`src/rtl/prng_printable_rotation_cipher_assert.svh`:
```
// Assertion macros shared by the cipher RTL.
// Each macro expects clk and rst_n to be visible at the point of use.
`ifndef PRNG_PRINTABLE_ROTATION_CIPHER_ASSERT_SVH
`define PRNG_PRINTABLE_ROTATION_CIPHER_ASSERT_SVH

// Same-cycle implication.
`define PRC_ASSERT_SAME(lbl, ante, cons, msg) \
  lbl: assert property (@(posedge clk) disable iff (!rst_n) (ante) |-> (cons)) \
    else $error(msg);

// Next-cycle implication.
`define PRC_ASSERT_NEXT(lbl, ante, cons, msg) \
  lbl: assert property (@(posedge clk) disable iff (!rst_n) (ante) |=> (cons)) \
    else $error(msg);

`endif

```
`src/rtl/prc_pkg.sv`:
```
`timescale 1ns / 1ps

package prc_pkg;

  localparam int unsigned BYTE_W      = 8;
  localparam int unsigned GEN_W       = 17;
  localparam int unsigned PROD_W      = 24;
  localparam int unsigned KEY_W       = 7;
  localparam int unsigned REG_IDX_W   = 1;
  localparam int unsigned QUEUE_DEPTH = 2;

  localparam logic [PROD_W-1:0] GEN_MULT   = 24'd75;
  localparam logic [GEN_W-1:0]  GEN_MOD    = 17'd65537;
  localparam logic [GEN_W-1:0]  GEN_RESET  = 17'd1;
  localparam logic [GEN_W-1:0]  SEED_RESET = 17'd1;
  localparam logic [BYTE_W-1:0] PRINT_BASE = 8'd32;
  localparam logic [KEY_W:0]    PRINT_SPAN = 8'd96;

  typedef enum logic [REG_IDX_W-1:0] {
    REG_START_SEED   = 1'b0,
    REG_DECRYPT_MODE = 1'b1
  } cfg_reg_t;

  // One queued byte with the key its generator step produced.
  typedef struct packed {
    logic [BYTE_W-1:0] data_byte;
    logic [GEN_W-1:0]  key;
  } prc_item_t;

  typedef struct packed {
    logic empty;
    logic full;
  } prc_q_status_t;

  // g * 75 mod 65537: subtract the high half from the low half, wrap once.
  function automatic logic [GEN_W-1:0] advance_gen(input logic [GEN_W-1:0] g);
    logic [PROD_W-1:0] p;
    logic [15:0]       lo;
    logic [7:0]        hi;
    p  = {7'b0, g} * GEN_MULT;
    lo = p[15:0];
    hi = p[23:16];
    if (lo >= {8'b0, hi}) begin
      advance_gen = {1'b0, lo - {8'b0, hi}};
    end else begin
      advance_gen = {1'b0, lo} + GEN_MOD - {9'b0, hi};
    end
  endfunction

endpackage

```
`src/rtl/prc_front.sv`:
```
`timescale 1ns / 1ps

module prc_front import prc_pkg::*; (
  input  logic              clk,
  input  logic              rst_n,
  input  logic              in_tvalid,
  output logic              in_tready,
  input  logic [BYTE_W-1:0] in_tdata,
  input  logic              in_tuser,
  input  logic [GEN_W-1:0]  start_seed,
  input  prc_q_status_t     q_status,
  output logic              push,
  output prc_item_t         push_item,
  output logic [GEN_W-1:0]  gen_value
);

  logic [GEN_W-1:0] gen_r;
  logic [GEN_W-1:0] gen_nxt;

  assign in_tready = !q_status.full;
  assign push      = in_tvalid && in_tready;

  // Restart reloads the seed before this byte's advance.
  assign gen_nxt   = advance_gen(in_tuser ? start_seed : gen_r);

  assign push_item.data_byte = in_tdata;
  assign push_item.key       = gen_nxt;
  assign gen_value           = gen_r;

  always_ff @(posedge clk) begin
    if (!rst_n) begin
      gen_r <= GEN_RESET;
    end else if (push) begin
      gen_r <= gen_nxt;
    end
  end

endmodule

```
`src/rtl/prc_queue.sv`:
```
`timescale 1ns / 1ps

module prc_queue import prc_pkg::*; #(
  parameter int unsigned Depth = QUEUE_DEPTH
) (
  input  logic                       clk,
  input  logic                       rst_n,
  input  logic                       push,
  input  prc_item_t                  push_item,
  input  logic                       pop,
  output prc_item_t                  head_item,
  output prc_q_status_t              status,
  output logic [$clog2(Depth+1)-1:0] count
);

  localparam int unsigned PTR_W = $clog2(Depth);
  localparam int unsigned CNT_W = $clog2(Depth + 1);
  localparam logic [PTR_W-1:0] LAST_PTR = PTR_W'(Depth - 1);

  prc_item_t        mem [Depth];
  logic [PTR_W-1:0] wr_ptr_r, wr_ptr_nxt;
  logic [PTR_W-1:0] rd_ptr_r, rd_ptr_nxt;
  logic [CNT_W-1:0] count_r, count_nxt;

  always_comb begin
    wr_ptr_nxt = wr_ptr_r;
    rd_ptr_nxt = rd_ptr_r;
    count_nxt  = count_r;
    if (push) begin
      wr_ptr_nxt = (wr_ptr_r == LAST_PTR) ? '0 : wr_ptr_r + 1'b1;
    end
    if (pop) begin
      rd_ptr_nxt = (rd_ptr_r == LAST_PTR) ? '0 : rd_ptr_r + 1'b1;
    end
    if (push && !pop) begin
      count_nxt = count_r + 1'b1;
    end else if (pop && !push) begin
      count_nxt = count_r - 1'b1;
    end
  end

  always_ff @(posedge clk) begin
    if (!rst_n) begin
      wr_ptr_r <= '0;
      rd_ptr_r <= '0;
      count_r  <= '0;
    end else begin
      wr_ptr_r <= wr_ptr_nxt;
      rd_ptr_r <= rd_ptr_nxt;
      count_r  <= count_nxt;
    end
  end

  always_ff @(posedge clk) begin
    if (push) begin
      mem[wr_ptr_r] <= push_item;
    end
  end

  assign head_item    = mem[rd_ptr_r];
  assign status.empty = (count_r == '0);
  assign status.full  = (count_r == CNT_W'(Depth));
  assign count        = count_r;

endmodule

```
`src/rtl/prc_back.sv`:
```
`timescale 1ns / 1ps

module prc_back import prc_pkg::*; (
  input  logic              clk,
  input  logic              rst_n,
  input  prc_q_status_t     q_status,
  input  prc_item_t         head_item,
  input  logic              decrypt_mode,
  output logic              pop,
  output logic              out_tvalid,
  input  logic              out_tready,
  output logic [BYTE_W-1:0] out_tdata
);

  logic              out_valid_r, out_valid_nxt;
  logic [BYTE_W-1:0] out_data_r, out_data_nxt;
  logic [4:0]        dsum;
  logic [2:0]        fold1;
  logic [2:0]        fold2;
  logic [1:0]        rem3;
  logic [KEY_W-1:0]  k;
  logic [KEY_W-1:0]  pos;
  logic [KEY_W:0]    sum;
  logic [KEY_W:0]    wrapped;
  logic [BYTE_W-1:0] b;
  logic              printable;

  // key mod 96 = (key[16:5] mod 3) * 32 + key[4:0]; 4 == 1 mod 3, so sum 2-bit digits
  always_comb begin
    dsum = '0;
    for (int i = 0; i < 6; i++) begin
      dsum = dsum + {3'b0, head_item.key[5+2*i +: 2]};
    end
    fold1 = {1'b0, dsum[1:0]} + {1'b0, dsum[3:2]} + {2'b0, dsum[4]};
    fold2 = {1'b0, fold1[1:0]} + {2'b0, fold1[2]};
    rem3  = (fold2 >= 3'd3) ? 2'(fold2 - 3'd3) : fold2[1:0];
    k     = {rem3, head_item.key[4:0]};
  end

  always_comb begin
    b         = head_item.data_byte;
    printable = !b[7] && (b[6:5] != 2'b00);
    pos       = b[6:0] - PRINT_BASE[6:0];
    if (decrypt_mode) begin
      sum = {1'b0, pos} + (PRINT_SPAN - {1'b0, k});
    end else begin
      sum = {1'b0, pos} + {1'b0, k};
    end
    wrapped = (sum >= PRINT_SPAN) ? sum - PRINT_SPAN : sum;
  end

  assign pop = !q_status.empty && (!out_valid_r || out_tready);

  always_comb begin
    out_valid_nxt = out_valid_r;
    out_data_nxt  = out_data_r;
    if (pop) begin
      out_valid_nxt = 1'b1;
      out_data_nxt  = printable ? wrapped + PRINT_BASE : b;
    end else if (out_tready) begin
      out_valid_nxt = 1'b0;
    end
  end

  always_ff @(posedge clk) begin
    if (!rst_n) begin
      out_valid_r <= 1'b0;
    end else begin
      out_valid_r <= out_valid_nxt;
    end
  end

  always_ff @(posedge clk) begin
    out_data_r <= out_data_nxt;
  end

  assign out_tvalid = out_valid_r;
  assign out_tdata  = out_data_r;

endmodule

```
`src/rtl/prng_printable_rotation_cipher.sv`:
```
// An accepted byte is queued, then rotated into the out_tdata register when that frees.
// Throughput: one byte per cycle while out_tready holds high; the generator update
//   (multiply by 75, fold mod 65537) is combinational; a two-entry queue feeds rotation.
// Reset (rst_n low at a rising edge, synchronous): generator and start_seed go to 1,
//   decrypt_mode to 0, queue and output register empty.
`timescale 1ns / 1ps

module prng_printable_rotation_cipher import prc_pkg::*; #(
  parameter int unsigned QueueDepth = QUEUE_DEPTH
) (
  input  logic                 clk,
  input  logic                 rst_n,
  input  logic                 in_tvalid,
  output logic                 in_tready,
  input  logic [BYTE_W-1:0]    in_tdata,   // [7:0] data_byte
  input  logic                 in_tuser,   // [0] restart
  output logic                 out_tvalid,
  input  logic                 out_tready,
  output logic [BYTE_W-1:0]    out_tdata,  // [7:0] out_byte
  input  logic                 cfg_we,
  input  logic [REG_IDX_W-1:0] cfg_index,
  input  logic [GEN_W-1:0]     cfg_wdata
);

  `include "prng_printable_rotation_cipher_assert.svh"

  localparam int unsigned CNT_W = $clog2(QueueDepth + 1);

  logic [GEN_W-1:0] seed_r;
  logic             decrypt_r;
  logic             push;
  logic             pop;
  prc_item_t        push_item;
  prc_item_t        head_item;
  prc_q_status_t    q_status;
  logic [CNT_W-1:0] q_count;
  logic [GEN_W-1:0] gen_value;

  always_ff @(posedge clk) begin
    if (!rst_n) begin
      seed_r    <= SEED_RESET;
      decrypt_r <= 1'b0;
    end else if (cfg_we) begin
      case (cfg_reg_t'(cfg_index))
        REG_START_SEED:   seed_r    <= cfg_wdata;
        REG_DECRYPT_MODE: decrypt_r <= cfg_wdata[0];
        default: ;
      endcase
    end
  end

  prc_front u_front (
    .clk        (clk),
    .rst_n      (rst_n),
    .in_tvalid  (in_tvalid),
    .in_tready  (in_tready),
    .in_tdata   (in_tdata),
    .in_tuser   (in_tuser),
    .start_seed (seed_r),
    .q_status   (q_status),
    .push       (push),
    .push_item  (push_item),
    .gen_value  (gen_value)
  );

  prc_queue #(
    .Depth (QueueDepth)
  ) u_queue (
    .clk       (clk),
    .rst_n     (rst_n),
    .push      (push),
    .push_item (push_item),
    .pop       (pop),
    .head_item (head_item),
    .status    (q_status),
    .count     (q_count)
  );

  prc_back u_back (
    .clk          (clk),
    .rst_n        (rst_n),
    .q_status     (q_status),
    .head_item    (head_item),
    .decrypt_mode (decrypt_r),
    .pop          (pop),
    .out_tvalid   (out_tvalid),
    .out_tready   (out_tready),
    .out_tdata    (out_tdata)
  );

  `PRC_ASSERT_SAME(a_queue_bound, 1'b1, q_count <= CNT_W'(QueueDepth), "queue overfilled")
  `PRC_ASSERT_NEXT(a_restart_load, in_tvalid && in_tready && in_tuser,
                   gen_value == advance_gen($past(seed_r)), "restart did not reload seed")
  `PRC_ASSERT_NEXT(a_no_phantom, q_status.empty && !out_tvalid, !out_tvalid,
                   "output valid with nothing queued")

endmodule

```
`config.mk`:
```
export PLATFORM = sky130hd
export DESIGN_NAME = prng_printable_rotation_cipher
export DESIGN_NICKNAME = d
export VERILOG_FILES = /design/src/rtl/prc_pkg.sv /design/src/rtl/prc_front.sv /design/src/rtl/prc_queue.sv /design/src/rtl/prc_back.sv /design/src/rtl/prng_printable_rotation_cipher.sv
export VERILOG_INCLUDE_DIRS = /design/src /design/src/rtl
export SDC_FILE = /design/constraint.sdc
export NUM_CORES = 1
export LEC_CHECK = 0
export BUFFER_PORTS_ARGS = -buffer_cell sky130_fd_sc_hd__buf_2
export CAP_MARGIN = 0
export CORE_ASPECT_RATIO = 0.8
export CORE_MARGIN = 2
export CORE_UTILIZATION = 57
export DETAILED_ROUTE_END_ITERATION = 12
export GPL_TIMING_DRIVEN = 0
export PLACE_DENSITY = 0.79
export RECOVER_POWER = 100
export SKIP_CTS_REPAIR_TIMING = 1
export SLEW_MARGIN = 20
export SYNTH_ARGS = -nofsm -noshare
export SYNTH_HDL_FRONTEND = slang
export SYNTH_SLANG_ARGS = --single-unit
```
`constraint.sdc`:
```
create_clock -name clk -period 8.95 [get_ports clk]
set_input_delay 1.79 -clock clk [delete_from_list [all_inputs] [get_ports clk]]
set_output_delay 1.79 -clock clk [all_outputs]
set_load 0.005 [all_outputs]
```
Word level (Yosys, flattened, before mapping). Memory sizes are Yosys's and may differ from the RTL's. A register that Yosys moved wholly into a read port is not among the register bits. Cells that the tools add are included.

Word-level logic and storage cells: 71. Output and inout bits: 10. Bits in registers: 48. Memory bits (writable): 50. Memories kept: 1.

Memory list: u_queue.mem (words 2, bits a word 25, rd ports 1, clocked after Yosys merged registers in 1, write ports 1, line prc_queue.sv:20) `prc_item_t mem [Depth];`.

Order comparisons: 3. Equality and inequality tests: 1. Add/subtract/negate cells: 22. Reduce and logical (&&, ||, !) cells: 18. Mux-type cells: 16. Bitwise logic cells: 1. $mul: 1.

Operators by type and width (number): 17-bit 2-to-1 mux (2); 17-bit by 7-bit multiplier with 24-bit output, second input constant (1); 8-bit 2-to-1 mux (3); 5-bit by 2-bit adder with 5-bit output (4); 16-bit by 17-bit adder with 17-bit output, second input constant (1); 17-bit by 8-bit subtractor with 17-bit output (1); 16-bit by 8-bit >= comparator with 1-bit output (1); 16-bit by 8-bit subtractor with 16-bit output (1); 7-bit by 7-bit adder with 8-bit output (1); 7-bit by 8-bit adder with 8-bit output (1); 8-bit by 6-bit adder with 8-bit output, second input constant (1); 8-bit by 7-bit >= comparator with 1-bit output, second input constant (1); 1-bit 2-to-1 mux (8); 7-bit by 7-bit subtractor with 8-bit output, first input constant (1); 8-bit by 7-bit subtractor with 8-bit output, second input constant (1); 7-bit by 6-bit subtractor with 7-bit output, second input constant (1); 2-bit by 2-bit adder with 3-bit output (2); 1-bit zero test (6); 2-bit 2-to-1 mux (3); 2-bit nonzero test (3); 1-bit logical AND (5); 2-bit AND reduction (2); 2-bit by 1-bit adder with 3-bit output (1); 3-bit by 1-bit adder with 3-bit output (1); other kinds (9) (10).

Depth between registers and ports, before layout.
Word-level depth: 17. Depth in mapped cells: 33. Depth with buffers taken out: 31.

By module. From an unflattened synthesis, not the netlist that was laid out.

Cell total of the unflattened synthesis: 958. Area, all modules: 9490.4 µm².

Modules (own cells, without submodules): prc_front (seq. area each 340.3 µm², area an instance 4993.5 µm², times used 1, cells an instance 594); prc_queue (seq. area each 1601.5 µm², area an instance 2021.9 µm², times used 1, cells an instance 100); prc_back (seq. area each 260.2 µm², area an instance 1729.2 µm², times used 1, cells an instance 184); prng_printable_rotation_cipher (seq. area each 360.3 µm², area an instance 745.7 µm², times used 1, cells an instance 80).

Worst setup path after synthesis. OpenSTA, ideal clock, no wires.

Path type: input -> register. Start: input in_tuser. End: register u_front.gen_r[13], in the netlist u_front.gen_value[13]. Required time: 8.834 ns. Slack: 0.102 ns. Stages on the path: 30. Data arrival time: 8.732 ns. Path buffers: 3. Path through: clkbuf_1 > buf_1 > mux2_2 > ha_1 > ha_1 > inv_1 > fa_1 > inv_1 > fa_1 > ha_1 > clkbuf_1 > a21o_1 > a22o_1 > a311oi_1 > o21ai_1 > nand3_1 > nand2_1 > o31a_1 > xnor2_1 > ha_1 > inv_1 > fa_1 > inv_1 > a2111oi_0 > a21oi_1 > a31oi_1 > nor2_1 > o31ai_1 > o22ai_1 > a31o_2.

RTL lines: from (decl) (line prng_printable_rotation_cipher.sv:16) `input logic in_tuser,`; to (signal assigned) (line prc_front.sv:34) `gen_r <= gen_nxt;`; to (decl) (line prc_front.sv:17) `logic [GEN_W-1:0] gen_r;`.

==> impl_table.tex <==
\begin{tabular}{lr}
\hline
Metric & Value \\
\hline
\multicolumn{2}{l}{\textbf{Synth}} \\
\quad Sequential fraction of the synthesis area & about 29\% \\
\quad FFs w/ async S/R, synth & 0\% \\
\quad Synthesized area per cell & 9.42 µm² \\
\quad Most common library cells after synthesis & 152 x inv\_1, 127 x ha\_1, 77 x nand2\_1 \\
\quad Ranking of synthesized cells by area & edfxtp\_1 19\%, ha\_1 18\%, fa\_1 9.8\% \\
\quad Post-synthesis instance area & $\sim$9000 µm² \\
\quad Share of the synthesized area in the top cell type & about 20\% \\
\quad Dominant cell by count in the synthesized netlist & inv\_1 \\
\quad Post-synth EDFFs & 58 \\
\quad Post-synthesis cell type with the largest combined area & edfxtp\_1 \\
\quad Synthesis-stage register bit count & between 90 and 100 \\
\quad Total of warnings raised by yosys & 0 \\
\quad Ys flop type & edfxtp\_1 \\
\quad Synthesized instance count & 951 \\
\quad Net count after synthesis & 1154 \\
\quad Unique cell type count in the Yosys netlist & 60 \\
\multicolumn{2}{l}{\textbf{CTS}} \\
\quad Maximum buffer depth of the clock tree & 2 \\
\quad Number of clock sinks seen by CTS & 99 \\
\quad Clock buffers created by TritonCTS & 9 \\
\quad Master cell of the clock root buffer & clkbuf\_16 \\
\quad Register clock-pin slew on the reported worst setup and hold paths & 70 ps \\
\quad Level count of the clock H-tree & 3 \\
\quad Insertion delay to the later sink of the worst-skew pair & 350 ps \\
\quad Clock tree from TritonCTS & built \\
\multicolumn{2}{l}{\textbf{Timing}} \\
\quad Period utilisation layout & 97.1\% \\
\quad Hold Fails Final Rpt & 0 \\
\quad Time the final worst path needs with I/O delays and setup & around 8700 ps \\
\quad Total count of max-transition violations in the final report & 26 \\
\quad Final Hold Slack & 457 ps \\
\quad Worst slew margin relative to its limit & -50.3\% \\
\quad Final setup violation count & 0 \\
\quad Worst clock skew & 8.93 ps \\
\quad Achievable frequency & approximately 120 MHz \\
\quad Slew at the pin with the worst max-slew slack & 2250 ps \\
\multicolumn{2}{l}{\textbf{Setup path}} \\
\quad Maximum single-stage delay on the critical path & 530 ps \\
\quad Path depth of the worst reg2reg path & 29 \\
\quad WP buf/inv & 6 \\
\quad Worst setup SP type & primary input \\
\quad CP required & 9050 ps \\
\quad Start-to-end type of the worst setup path & in -> reg \\
\quad Worst Path Arrival & 8780 ps \\
\quad Maximum fanout encountered on the critical timing path & 10 \\
\quad Reg-to-reg slack, setup & between 500 and 600 ps \\
\quad Kind of cell with the highest combined delay on the critical path & adder cells \\
\quad Capture point of the critical path & u\_queue.mem[1][15]\$\_DFFE\_PP\_ \\
\quad CP Capture Type & flop \\
\quad Worst setup path startpoint & in\_tuser \\
\quad Cell with the largest stage delay on the worst path & fa\_1 \\
\quad Destination of the worst register-to-register timing path & u\_back.out\_tdata[7]\$\_DFFE\_PP\_ \\
\quad Critical path depth in cells & 26 \\
\multicolumn{2}{l}{\textbf{Die}} \\
\quad Area of the core & 15200 µm² \\
\quad Initial core utilization & 58.9\% \\
\quad Num ports & 42 \\
\quad Die outline width & 144 µm \\
\quad Site Rows & 40 \\
\quad Die Ht & 116 µm \\
\quad Total die area & $\sim$17000 µm² \\
\multicolumn{2}{l}{\textbf{Final layout}} \\
\quad Area of all placed cells without fillers & 9880 µm² \\
\quad \# nets final & 1208 \\
\quad Number of inserted filler cells in the final layout & 1227 \\
\quad Post-synthesis to final-layout area growth & 10.4\% \\
\quad Antenna fix cells & 0 \\
\quad Final design utilization & 65.0\% \\
\quad Share of final-layout standard cells stronger than drive strength 1 & 10.9\% \\
\multicolumn{2}{l}{\textbf{Route}} \\
\quad DR iter-0 viols & 436 \\
\quad Length of the first detailed-routing pass in iterations & 4 \\
\quad Vias per Instance & about 5.6 \\
\quad Number of antenna-violating nets in the routed design & 0 \\
\quad Routed WL & 20800 µm \\
\quad Detailed-route via count & 6845 \\
\quad Routed wire length per instance & 17.0 µm \\
\quad Drc violations & 0 \\
\multicolumn{2}{l}{\textbf{GRT}} \\
\quad GRT Util Overall & 25.4\% \\
\quad Maximum number of pins on one net before global-route repair & 26 \\
\quad Global-route wire length before repair & 32500 µm \\
\quad Via count of the first global-routing pass & around 6400 \\
\quad Antenna violations before repair & 0 \\
\quad Leftover overflow at the end of global routing & 0 \\
\multicolumn{2}{l}{\textbf{Placement}} \\
\quad Buffers added on ports & 40 \\
\quad RD Place Congestion & 0.955 \\
\quad Post-DP Area & between 9000 and 10000 µm² \\
\quad HPWL reported at the end of detailed placement & 16400 µm \\
\multicolumn{2}{l}{\textbf{Worst hold path}} \\
\quad Path category of the worst min-delay check & reg -> reg \\
\quad Hold-critical path depth & 2 \\
\multicolumn{2}{l}{\textbf{Run status}} \\
\quad Status & finished, violations left \\
\quad Failing checks & max-capacitance violations, max-slew violations \\
\multicolumn{2}{l}{\textbf{Job}} \\
\quad Max Cap Viol & 1 \\
\hline
\end{tabular}
flip-flops by register name, indices dropped and copies added, names as in the netlist, named ones only:
register           cells
u_back.out_tdata       8
u_queue.count          2
decrypt_r              1
u_queue.wr_ptr_r       1
u_queue.mem           50
u_front.gen_value     17
u_back.out_tvalid      1
u_queue.rd_ptr_r       1
seed_r                17
through the flow:
step	TNS, ps	cells	setup WS [ps]
after floorplan	0	951	102
after global placement	-53690	1201	-1260
after detailed placement	-57340	1201	-1330
after CTS	-40920	1217	-1010
after global routing	-18.9	1220	-14.1
final	0	1220	264
routing by layer:
metal | up-vias | global-route usage [%] | wire length, µm
met5 | - | 0 | 0
met4 | 0 | 5.50 | 303
met3 | 23 | 6.07 | 1760
met2 | 233 | 38.3 | 8880
met1 | 3243 | 37.5 | 9840
li1 | 3346 | - | -
layout by cell type, fill, tap and decap left out, drive strengths merged, types with 15 or more instances in the layout:
cell and n:
a21oi 60, nor3 15, nand3 15, fa 44
nor2 65, dfxtp 41, mux2 22, edfxtp 58
xor2 20, nand2 77, mux2i 33, clkbuf 47
xnor2 38, a21o 15, inv 155, ha 127
o21ai 27, buf 33
area by class of cell:
| type | instances | area [µm²] | share of cell area (%) |
|---|---|---|---|
| multi-input combinational | 675 | 5860 | 59.2 |
| sequential | 99 | 2560 | 25.9 |
| inverter | 153 | 574 | 5.81 |
| clock buffer | 13 | 272 | 2.75 |
| tap | 210 | 263 | 2.66 |
| timing repair buffer | 45 | 219 | 2.22 |
| buffer | 22 | 109 | 1.10 |
| clock inverter | 3 | 28.8 | 0.291 |
worst min-delay path, cell delays in order, from the launching register on:
cell and delay, ps:
dfxtp_1 310, nand2_1 50, a21oi_1 50
cells by family (layout without fill, tap and decap cells):
family	Yosys count	in the layout	share of synthesized area, %
muxes	55	55	6.45
AOI/OAI and AO/OA	176	176	13.4
adders and majority gates	171	171	27.6
DFF	99	99	28.6
xor gates and xnor gates	58	58	5.67
and+or+nand+nor	215	215	10.8
buffers and inverters	177	236	7.46
how the worst min path moves through the flow:
| stage | endpoint | startpoint |
|---|---|---|
| finish | seed_r[4]$_SDFFE_PN0P_ | seed_r[4]$_SDFFE_PN0P_ |
| detailed placement | seed_r[12]$_SDFFE_PN0P_ | seed_r[12]$_SDFFE_PN0P_ |
| CTS | seed_r[12]$_SDFFE_PN0P_ | seed_r[12]$_SDFFE_PN0P_ |
| global route | seed_r[11]$_SDFFE_PN0P_ | seed_r[11]$_SDFFE_PN0P_ |
| global placement | seed_r[12]$_SDFFE_PN0P_ | seed_r[12]$_SDFFE_PN0P_ |
| floorplan | seed_r[10]$_SDFFE_PN0P_ | seed_r[10]$_SDFFE_PN0P_ |
Power is not shown: default switching activity piles up to over one toggle a cycle in this logic, so the estimate is an artifact.
